--- config.mk ---
export PLATFORM = sky130hd
export DESIGN_NAME = bqc_cell
export DESIGN_NICKNAME = d
export VERILOG_FILES = /design/src/rtl/bqc_pkg.sv /design/src/rtl/bqc_cell.sv
export SDC_FILE = /design/constraint.sdc
export NUM_CORES = 1
export LEC_CHECK = 0
export ABC_AREA = 1
export CORE_MARGIN = 10
export CORE_UTILIZATION = 40
export CTS_BUF_LIST = sky130_fd_sc_hd__clkbuf_4 sky130_fd_sc_hd__clkbuf_8 sky130_fd_sc_hd__clkbuf_16
export DETAILED_ROUTE_END_ITERATION = 8
export DONT_BUFFER_PORTS = 1
export REMOVE_ABC_BUFFERS = 1
export SLEW_MARGIN = 20
export SYNTH_ARGS = -nofsm -noshare
export SYNTH_HDL_FRONTEND = slang
export SYNTH_SLANG_ARGS = --single-unit
--- constraint.sdc ---
create_clock -name clk -period 6.1 [get_ports clk]
set_input_delay 1.22 -clock clk [delete_from_list [all_inputs] [get_ports clk]]
set_output_delay 1.22 -clock clk [all_outputs]
set_load 0.005 [all_outputs]
--- src/rtl/bqc_pkg.sv ---
// Shared types, constants and arithmetic helpers for the cascaded biquad core.
// Depends on nothing; every other file refers to it by scoped names.
package bqc_pkg;

    localparam int MAX_SECTIONS_DEF  = 8;
    localparam int COEFS_PER_SECTION = 5;
    localparam int SAMPLE_W          = 16;
    localparam int ACC_W             = 32;
    localparam int COEF_IDX_W        = 6;
    localparam int SECT_W            = 4;
    localparam int SECTIONS_RESET    = 1;
    localparam int APB_ADDR_W        = 3;
    localparam int APB_DATA_W        = 32;
    localparam int IN_SHIFT          = 12;
    localparam int W0_SHIFT          = 15;
    localparam int OUT_SHIFT         = 12;

    typedef enum logic
    {
        CMD_FILTER = 1'b0,
        CMD_COEF   = 1'b1
    } command_t;

    // Register index, taken from paddr[2].
    typedef enum logic
    {
        REG_SECTIONS = 1'b0
    } reg_index_t;

    // Coefficient positions within one section.
    typedef enum logic [2:0]
    {
        POS_A1 = 3'd0,
        POS_A2 = 3'd1,
        POS_B2 = 3'd2,
        POS_B0 = 3'd3,
        POS_B1 = 3'd4
    } coef_pos_t;

    typedef enum logic [2:0]
    {
        ST_IDLE,
        ST_A1,
        ST_A2,
        ST_B2,
        ST_B0,
        ST_B1,
        ST_FIN
    } cell_state_t;

    typedef struct packed
    {
        logic                    valid;
        logic signed [ACC_W-1:0] acc;
    } token_t;

    typedef struct packed
    {
        logic                         we;
        logic [COEF_IDX_W-1:0]        index;
        logic signed [SAMPLE_W-1:0]   value;
    } coef_wr_t;

    // Fractional product sat32(2*p*q); only -1 * -1 overflows.
    function automatic logic signed [ACC_W-1:0] frac_mul(
        input logic signed [SAMPLE_W-1:0] p,
        input logic signed [SAMPLE_W-1:0] q
    );
        logic signed [ACC_W-1:0] prod;
        prod = p * q;
        if (p == 16'sh8000 && q == 16'sh8000)
        begin
            return 32'sh7FFF_FFFF;
        end
        return {prod[ACC_W-2:0], 1'b0};
    endfunction

    // Saturating 32-bit add or subtract.
    function automatic logic signed [ACC_W-1:0] sat_addsub(
        input logic signed [ACC_W-1:0] a,
        input logic signed [ACC_W-1:0] b,
        input logic                    sub
    );
        logic signed [ACC_W:0] s;
        if (sub)
        begin
            s = {a[ACC_W-1], a} - {b[ACC_W-1], b};
        end
        else
        begin
            s = {a[ACC_W-1], a} + {b[ACC_W-1], b};
        end
        if (s[ACC_W] != s[ACC_W-1])
        begin
            return s[ACC_W] ? 32'sh8000_0000 : 32'sh7FFF_FFFF;
        end
        return s[ACC_W-1:0];
    endfunction

endpackage

--- src/rtl/bqc_cell.sv ---
// One second-order section: five coefficients, two delay words and a multiplier
// that works through the section's products in turn. Depends on bqc_pkg.
module bqc_cell #(
    parameter int CELL_BASE = 0
) (
    input  logic              clk,
    input  logic              rst_n,
    input  logic              active,
    input  bqc_pkg::coef_wr_t coef_wr,
    input  bqc_pkg::token_t   tok_in,
    output bqc_pkg::token_t   tok_out
);

    localparam int IDX_W = 9;

    bqc_pkg::cell_state_t state_reg, state_next;

    logic signed [bqc_pkg::SAMPLE_W-1:0] coef_reg [bqc_pkg::COEFS_PER_SECTION];
    logic signed [bqc_pkg::SAMPLE_W-1:0] w1_reg, w2_reg, w0_reg;
    logic signed [bqc_pkg::ACC_W-1:0]    acc_reg, prod_reg, tok_acc_reg;
    logic                                tok_valid_reg;

    logic signed [bqc_pkg::SAMPLE_W-1:0] mul_p, mul_q;
    logic                                sum_sub;
    logic signed [bqc_pkg::ACC_W-1:0]    prod_next, sum;

    logic [IDX_W-1:0] idx_ext, idx_diff;
    logic             coef_hit;

    // Slot decode: this cell owns slots CELL_BASE to CELL_BASE + 4.
    assign idx_ext  = {{(IDX_W-bqc_pkg::COEF_IDX_W){1'b0}}, coef_wr.index};
    assign idx_diff = idx_ext - IDX_W'(CELL_BASE);
    assign coef_hit = coef_wr.we && (idx_ext >= IDX_W'(CELL_BASE))
                      && (idx_diff < IDX_W'(bqc_pkg::COEFS_PER_SECTION));

    always_ff @(posedge clk)
    begin
        if (coef_hit)
        begin
            coef_reg[idx_diff[2:0]] <= coef_wr.value;
        end
    end

    always_comb
    begin
        state_next = state_reg;
        case (state_reg)
            bqc_pkg::ST_IDLE:
            begin
                if (tok_in.valid && active)
                begin
                    state_next = bqc_pkg::ST_A1;
                end
            end
            bqc_pkg::ST_A1:  state_next = bqc_pkg::ST_A2;
            bqc_pkg::ST_A2:  state_next = bqc_pkg::ST_B2;
            bqc_pkg::ST_B2:  state_next = bqc_pkg::ST_B0;
            bqc_pkg::ST_B0:  state_next = bqc_pkg::ST_B1;
            bqc_pkg::ST_B1:  state_next = bqc_pkg::ST_FIN;
            bqc_pkg::ST_FIN: state_next = bqc_pkg::ST_IDLE;
            default:         state_next = bqc_pkg::ST_IDLE;
        endcase
    end

    // Operand selection: states A1 to B1 each start one product, and the state after each folds it in.
    always_comb
    begin
        mul_p   = w1_reg;
        mul_q   = coef_reg[bqc_pkg::POS_A1];
        sum_sub = 1'b0;
        case (state_reg)
            bqc_pkg::ST_A1:
            begin
                mul_p = w1_reg;
                mul_q = coef_reg[bqc_pkg::POS_A1];
            end
            bqc_pkg::ST_A2:
            begin
                mul_p   = w2_reg;
                mul_q   = coef_reg[bqc_pkg::POS_A2];
                sum_sub = 1'b1;
            end
            bqc_pkg::ST_B2:
            begin
                mul_p   = w2_reg;
                mul_q   = coef_reg[bqc_pkg::POS_B2];
                sum_sub = 1'b1;
            end
            bqc_pkg::ST_B0:
            begin
                mul_p = acc_reg[bqc_pkg::W0_SHIFT+bqc_pkg::SAMPLE_W-1:bqc_pkg::W0_SHIFT];
                mul_q = coef_reg[bqc_pkg::POS_B0];
            end
            bqc_pkg::ST_B1:
            begin
                mul_p = w1_reg;
                mul_q = coef_reg[bqc_pkg::POS_B1];
            end
            default:
            begin
                mul_p   = w1_reg;
                mul_q   = coef_reg[bqc_pkg::POS_A1];
                sum_sub = 1'b0;
            end
        endcase
    end

    assign prod_next = bqc_pkg::frac_mul(mul_p, mul_q);
    assign sum       = bqc_pkg::sat_addsub(acc_reg, prod_reg, sum_sub);

    always_ff @(posedge clk or negedge rst_n)
    begin
        if (!rst_n)
        begin
            state_reg     <= bqc_pkg::ST_IDLE;
            tok_valid_reg <= 1'b0;
            w1_reg        <= '0;
            w2_reg        <= '0;
        end
        else
        begin
            state_reg <= state_next;
            case (state_reg)
                bqc_pkg::ST_IDLE:
                begin
                    // A section beyond the count in use passes the token on untouched.
                    tok_valid_reg <= tok_in.valid && !active;
                end
                bqc_pkg::ST_FIN:
                begin
                    tok_valid_reg <= 1'b1;
                    w2_reg        <= w1_reg;
                    w1_reg        <= w0_reg;
                end
                default:
                begin
                    tok_valid_reg <= 1'b0;
                end
            endcase
        end
    end

    always_ff @(posedge clk)
    begin
        prod_reg <= prod_next;
        case (state_reg)
            bqc_pkg::ST_IDLE:
            begin
                acc_reg     <= tok_in.acc;
                tok_acc_reg <= tok_in.acc;
            end
            bqc_pkg::ST_A2, bqc_pkg::ST_B2, bqc_pkg::ST_B1:
            begin
                acc_reg <= sum;
            end
            bqc_pkg::ST_B0:
            begin
                w0_reg  <= acc_reg[bqc_pkg::W0_SHIFT+bqc_pkg::SAMPLE_W-1:bqc_pkg::W0_SHIFT];
                acc_reg <= prod_reg;
            end
            bqc_pkg::ST_FIN:
            begin
                tok_acc_reg <= sum;
            end
            default:
            begin
                acc_reg <= acc_reg;
            end
        endcase
    end

    assign tok_out.valid = tok_valid_reg;
    assign tok_out.acc   = tok_acc_reg;

endmodule

# == Word-level counts from Yosys, hierarchy flattened ==
# Memories as Yosys holds them, arrays and structs flattened.
# Cells that the tools add are included.
# word_totals
regBits,148
ram_bits,80
out_inout_bits,33
word_cells,54
n_memories,1
# op_classes
add_sub_neg,2
mul,1
magnitude_cmp,2
eq_ne,10
n_mux,18
reduce_logical,11
# memory_table
name,depth,width,read_ports,rd_clocked_by_memory_dff,write_ports,line,text
coef_reg,5,16,5,0,1,bqc_cell.sv:18,logic signed [bqc_pkg::SAMPLE_W-1:0] coef_reg [bqc_pkg::COEFS_PER_SECTION];
# ops
cell,count
32-bit 2-to-1 mux,5
32-bit case mux with 3 select lines,1
16-bit case mux with 4 select lines,1
32-bit case mux with 2 select lines,1
32-bit by 32-bit adder with 33-bit output,1
33-bit 2-to-1 mux,1
32-bit by 32-bit subtractor with 33-bit output,1
"16-bit equality test, second input constant",2
16-bit case mux with 2 select lines,1
16-bit by 16-bit multiplier with 31-bit output,1
3-bit case mux with 6 select lines,1
"3-bit equality test, second input constant",3
"3-bit by 2-bit equality test with 1-bit output, second input constant",2
"6-bit by 1-bit >= comparator with 1-bit output, second input constant",1
"6-bit by 3-bit less-than comparator with 1-bit output, second input constant",1
1-bit logical AND,5
1-bit 2-to-1 mux,5
"3-bit by 1-bit equality test with 1-bit output, second input constant",1
3-bit zero test,1
3-bit 2-to-1 mux,1
3-bit nonzero test,1
3-bit OR reduction,1
"2-bit != test, second input constant",1
1-bit case mux with 2 select lines,1
4 further kinds,4

# == Depth between registers and ports, before layout ==
# Gate-level depths: netlist (run 1).
# logic_depth
depth_word,8
ltp_mapped,35
mapped_depth_nobuf,33

# == Worst setup path after synthesis (run 1) ==
# No wires, ideal clock.
# synth_path
path_type,reg2reg
start,register state_reg[1]
end,register prod_reg[28] in the netlist's numbering
setup_time_ps,62
arrival_time_ps,6337
required_ps,6038
path_slack_ps,-298
stages_incl_launch_ff,28
path_buffers,2
synth_period_minus_slack_ps,6398
cell_sequence,dfrtp_1 > nor2_2 > nand2_4 > inv_4 > buf_6 > buf_6 > a22o_1 > nor2_2 > nand2_2 > clkinv_1 > nor2_1 > fa_1 > inv_1 > fa_1 > inv_1 > fa_1 > fa_1 > fa_1 > fa_1 > ha_1 > a21oi_1 > o21ai_0 > a21oi_1 > nand3_1 > nand2_1 > o211ai_1 > or2_2 > nand3_1
# synth_between
elab_chain_cells,7
word_cells_on_any_way,13
classes_between,mul (1); eq/ne (6); mux (4); reduce/logical (2)
# synth_rtl
element,line,text
from (decl),bqc_cell.sv:16,"bqc_pkg::cell_state_t state_reg, state_next;"
from (signal assigned),bqc_cell.sv:115,state_reg <= bqc_pkg::ST_IDLE;
from (signal assigned),bqc_cell.sv:122,state_reg <= state_next;
"parallel branches: the longest is 6 deep, another holds 16-bit by 16-bit multiplier with 31-bit output",n/a,
32-bit 2-to-1 mux (*),bqc_pkg.sv:75,"return {prod[ACC_W-2:0], 1'b0};"
to (signal assigned),bqc_cell.sv:145,prod_reg <= prod_next;
to (decl),bqc_cell.sv:20,"logic signed [bqc_pkg::ACC_W-1:0] acc_reg, prod_reg, tok_acc_reg;"
# Mark *: on every way between the ends.
# A chain may end at the register's enable or synchronous reset.

# == Worst setup path after layout (run 1) ==
# layout_path
start,register state_reg[1]
end,register prod_reg[26] in the netlist's numbering
# Same word-level chain as after synthesis.

==> flow_metrics.env, run 1 <==
export IMPL_syn_avg_cell_area_sq_um=8.135
export IMPL_drv_cap=0
export IMPL_synth_seq_cells=228
export IMPL_ios=92
export IMPL_die_h_um=255.9
export IMPL_crit_type="reg2reg"
export IMPL_area_growth_syn_to_layout_pct=25.88
export IMPL_reg2reg_slack_ns=-0.47
export IMPL_period_share_pct=107.7
export IMPL_synth_distinct_cells=52
export IMPL_synth_top_cells_by_area="fa_1, edfxtp_1, nand2_1"
export IMPL_max_stage_delay_ns=0.62
export IMPL_drt_first_pass_iters=7
export IMPL_synth_top_cell_area_share_pct=23.12
export IMPL_slowest_stage="fa_2"
export IMPL_hold_viol=0
export IMPL_critPathLaunchType="register"
export IMPL_synth_area_sq_mm=0.02226
export IMPL_track_usage_pct=21.42
export IMPL_insertion_delay_ns=0.58
export IMPL_vias=19350
export IMPL_core_sq_mm=0.05509
export IMPL_ys_async_sr_fraction_pct=15.79
export IMPL_whs_ns=0.3477
export IMPL_routabilityCongestion=0.9694
export IMPL_reg2reg_depth=31
export IMPL_end_kind="register"
export IMPL_fin_ws_ns=-0.4692
export IMPL_final_layout_size_suffix_gt1_share_pct=22.40
export IMPL_diodes=0
export IMPL_busiest_layer="met2"
export IMPL_crit_required_ns=6.50
export IMPL_max_freq_mhz=152.2
export IMPL_synth_top_area_cell="fa_1"
export IMPL_drtIter0Drc=1235
export IMPL_viasPerCell=5.054
export IMPL_met3_usage_pct=2.523
export IMPL_cts_buffer_depth=3
export IMPL_cts_tree="built"
export IMPL_slew_headroom_pct=37.97
export IMPL_synth_commonest_cells="nand2_1, inv_1, nor2_1"
export IMPL_grt_pass1_wl_um=111400
export IMPL_r2r_end="prod_reg[26]"
export IMPL_drc=0
export IMPL_crit_top_cell="fa_1"
export IMPL_cp_arrival_ns=6.97
export IMPL_synth_ff_type="edfxtp_1"
export IMPL_grt_pass1_vias=20160
export IMPL_initial_core_util_pct=40.40
export IMPL_drt_total_wl_um=71600
export IMPL_reg2reg_from="state_reg[1]"
export IMPL_clock_sinks=228
export IMPL_min_period_ns=6.569
export IMPL_clk_pin_slew_ns=0.07
export IMPL_setup_viol=19
export IMPL_cts_root_buffer="clkbuf_16"
export IMPL_grt_overflow_total=0
export IMPL_grt_setup_unrepaired="true"
export IMPL_dieArea_sq_mm=0.06548
export IMPL_synth_most_common_cell="nand2_1"
export IMPL_htreeDepth=1
export IMPL_cts_hold_buf=0
export IMPL_grtUsageMet2_pct=38.57
export IMPL_dp_hpwl_um=56310
export IMPL_synthCells=2736
export IMPL_seq_area_frac_synth_pct=28.51
export IMPL_largest_register_ffs=80
export IMPL_tightest_slew_ns=0.9305
export IMPL_min_path_type="in2async"
export IMPL_die_x_um=255.9
export IMPL_core_rowCount=86
export IMPL_status="finished with violations"
export IMPL_nets=3489
export IMPL_avgRoutedWirePerCell_um=18.70
export IMPL_grt_start_max_net_pins=82
export IMPL_crit_path_max_fanout=7
export IMPL_yosys_warnings=0
export IMPL_grt_util_met1_pct=26.19
export IMPL_numCtsBuffers=26
export IMPL_violations="setup timing"
export IMPL_ant_nets=0
export IMPL_worst_clock_skew_ns=0.03272
export IMPL_maxSlewViolCount=0
export IMPL_io_buffers=0
export IMPL_antenna_found_initial=0
export IMPL_synth_edf_count=160
==> layout by cell type, fill, tap and decap left out, types with 29 or more instances in the layout <==
cell type | netlist | layout
a21oi_1 | 80 | 58
buf_4 | 4 | 295
buf_6 | 8 | 42
clkbuf_16 | 0 | 29
dfrtp_1 | 36 | 35
dfxtp_1 | 32 | 32
edfxtp_1 | 160 | 160
fa_1 | 257 | 240
ha_1 | 113 | 92
inv_1 | 506 | 472
inv_2 | 15 | 38
nand2_1 | 784 | 741
nand2_2 | 15 | 44
nand3_1 | 83 | 73
nand4_1 | 34 | 34
nor2_1 | 270 | 235
nor2_2 | 6 | 29
o21ai_0 | 88 | 73
xor2_1 | 56 | 54
==> metrics by stage <==
step                      std cells  utilization [%]  TNS (ns)  setup WS (ns)  area, sq um
after floorplan                2671                -    -6.548        -0.6141        21920
after global placement         3704            45.69    -11.33         -1.013        25170
after detailed placement       3704            45.69    -12.11         -1.037        25170
after CTS                      3778            48.79    -5.259        -0.4230        26880
after global routing           3828            50.85    -10.71        -0.7395        28020
final                          3828            50.85    -5.965        -0.4692        28020
==> final cells by class <==
cell class / instances / area [sq um]
Clock buffer: 28 / 665.6
Clock inverter: 20 / 232.7
Fill cell: 5199 / 27080
Inverter: 529 / 2046
Multi-Input combinational cell: 1914 / 14660
Sequential cell: 228 / 6347
Tap cell: 748 / 935.9
Timing Repair Buffer: 358 / 3108
Timing Repair inverter: 3 / 23.77
==> metal layers <==
layer	part of all wire, %	routed length [um]
met1	40	28910
met4	3.5	2514
met3	5.5	3940
met5	0	0
met2	51	36230
==> timing repair <==
item / CTS / global route
gates resized for setup: 139 / 197
pin swaps: 49 / 76
hold endpoints to repair: 0 / 0
gates cloned: 3 / 3
setup endpoints to repair: 22 / 22
setup buffers: 23 / 50
==> kinds of logic after synthesis <==
family | share of synthesized area, %
adder cells (fa/ha/maj) | 29.47
AO/OA/AOI/OAI | 6.296
flip-flops | 28.51
AND/OR/NAND/NOR | 22.53
XOR/XNOR | 2.755
buffers and inverters | 10.44
==> worst max-delay path: cells and delay by family, from the launching register on <==
family          cells  cell delay, ns
simple gates       11            1.11
fa+ha+maj           7            3.16
buf+inv            11            1.25
flops               1            0.49
compound gates      2            0.35
==> worst max path at each step <==
stage,start,endpoint,cells after the start
after CTS,state_reg[1],prod_reg[27],33
after global routing,state_reg[2],prod_reg[27],33
final,state_reg[1],prod_reg[26],31
after global placement,state_reg[1],prod_reg[21],28
after detailed placement,state_reg[1],prod_reg[21],28
after floorplan,state_reg[2],prod_reg[28],25
Power of run 1 is left out: the tool's default activity adds up to more than one toggle a clock period on the data nets, which glitch-free logic cannot reach.
==> run 2: changes to the inputs <==
- CTS_CLUSTER_DIAMETER: unset -> 200
- RECOVER_POWER: unset -> 25
==> run 2 against run 1 <==
The flow still finishes with violations (setup timing). Routed wire length about the same. Final area about the same. Sequential share of layout area about the same. Cell count unchanged. Register-to-register slack about the same. Non-clock buffer count unchanged. First-iteration DRC count up 1.1%. Critical path type unchanged. Critical endpoint unchanged.
==> flow_metrics.env, run 2 (same netlist as run 1, synthesis figures left out) <==
export IMPL_status="finished with violations"
export IMPL_violations="setup timing"
export IMPL_clock_sinks=228
export IMPL_crit_path_max_fanout=7
export IMPL_setup_viol=19
export IMPL_hold_viol=0
export IMPL_cts_root_buffer="clkbuf_16"
export IMPL_cp_arrival_ns=6.98
export IMPL_setup_tns_ns=-5.884
export IMPL_crit_top_cell="fa_1"
export IMPL_dpl_instance_area_sq_mm=0.02517
export IMPL_core_rowCount=86
export IMPL_nets=3489
export IMPL_min_period_ns=6.572
export IMPL_dieArea_sq_mm=0.06548
export IMPL_crit_required_ns=6.50
export IMPL_grt_pass1_wl_um=111400
export IMPL_area_growth_syn_to_layout_pct=25.79
export IMPL_end_kind="register"
export IMPL_die_x_um=255.9
export IMPL_core_sq_mm=0.05509
export IMPL_io_buffers=0
export IMPL_drtIter0Drc=1248
export IMPL_grt_util_met1_pct=26.19
export IMPL_drv_cap=0
export IMPL_viasPerCell=5.053
export IMPL_slowest_stage="fa_2"
export IMPL_insertion_delay_ns=0.58
export IMPL_fin_area_sq_mm=0.02800
export IMPL_drt_total_wl_um=71580
export IMPL_routabilityCongestion=0.9694
export IMPL_layout_common_cells="nand2_1, inv_1, buf_4"
export IMPL_grt_start_max_net_pins=82
export IMPL_slew_headroom_pct=37.51
export IMPL_met3_usage_pct=2.523
export IMPL_drt_first_pass_iters=5
export IMPL_grt_setup_unrepaired="true"
export IMPL_worst_clock_skew_ns=0.03196
export IMPL_die_h_um=255.9
export IMPL_grt_overflow_total=0
export IMPL_largest_register_ffs=80
export IMPL_min_path_type="in2async"
export IMPL_antenna_found_initial=0
export IMPL_fill_cells=5206
export IMPL_numCtsBuffers=26
export IMPL_final_layout_size_suffix_gt1_share_pct=22.24
export IMPL_drc=0
export IMPL_avgRoutedWirePerCell_um=18.70
export IMPL_htreeDepth=1
export IMPL_grtUsageMet2_pct=38.57
export IMPL_cts_tree="built"
export IMPL_cts_buffer_depth=3
export IMPL_vias=19340
export IMPL_track_usage_pct=21.42
export IMPL_ant_nets=0
export IMPL_clk_pin_slew_ns=0.07
export IMPL_tightest_slew_ns=0.9373
export IMPL_crit_type="reg2reg"
export IMPL_critPathLaunchType="register"
export IMPL_max_stage_delay_ns=0.62
export IMPL_dp_hpwl_um=56310
export IMPL_fin_ws_ns=-0.4719
export IMPL_final_common_cell="nand2_1"
export IMPL_ios=92
export IMPL_max_freq_mhz=152.2
export IMPL_grt_pass1_vias=20160
export IMPL_initial_core_util_pct=40.40
export IMPL_multi_input_area_sq_mm=0.01466
export IMPL_regArea_sq_mm=0.006347
export IMPL_busiest_layer="met2"
export IMPL_diodes=0
export IMPL_maxSlewViolCount=0
export IMPL_period_share_pct=107.7
## run 2: cell count changes in the layout (fill, tap and decap cells not counted)
cell	before	now
buf_4	295	290
clkbuf_1	0	5
## run 2: metrics by stage
stage                     setup slack [ns]  hold slack [ns]  utilization (%)  cells
final                              -0.4719           0.3496            50.82   3828
after global routing               -0.7395           0.3165            50.82   3828
after CTS                          -0.4230           0.3162            48.79   3778
after detailed placement            -1.037           0.4444            45.69   3704
after global placement              -1.013           0.4338            45.69   3704
after floorplan                    -0.6141           0.4254                -   2671
## run 2: layer usage
layer  wire length, um  vias up
met5                 0        -
met4              2494        0
met3              4109      137
met2             36170      580
met1             28810     9551
li1                  -     9074
## run 2: cell type report
type	instances	share of cell area, %
inverters	529	7.307
well taps	748	3.343
repair buffers	358	11.03
multi-input cells	1914	52.35
clock buffers	28	2.377
clock inverters	20	0.8312
repair inverters	3	0.08491
flip-flops and latches	228	22.67
## run 2: repair_timing
item	in CTS	in global routing
pin swaps	49	76
hold buffers	0	0
setup endpoints to repair	22	22
hold endpoints to repair	0	0
gates cloned	3	3
buffers inserted	23	50
gates resized for setup	139	197
## run 2: final timing paths
kind / from / endpoint / slack [ns] / depth (start not counted)
worst min register to register: w0_reg[10] / w1_reg[10] / 0.45 / 2
worst max register to register: state_reg[1] / prod_reg[26] / -0.47 / 31
max in group asynchronous: rst_n / w1_reg[15] / 5.61 / 0
min in group clk: w0_reg[10] / w1_reg[10] / 0.45 / 2
worst min-delay path: rst_n / state_reg[2] / 0.35 / 0
worst max-delay path: state_reg[1] / prod_reg[26] / -0.47 / 31
## run 2: worst max-delay path: cells and delay by family (launching register included)
family,cells,cell delay [ns]
flip-flops,1,0.49
AND/OR/NAND/NOR,11,1.11
adder cells (fa/ha/maj),7,3.16
AO/OA/AOI/OAI,2,0.35
buffers and inverters,11,1.25
Power of run 2 is left out for the same reason.
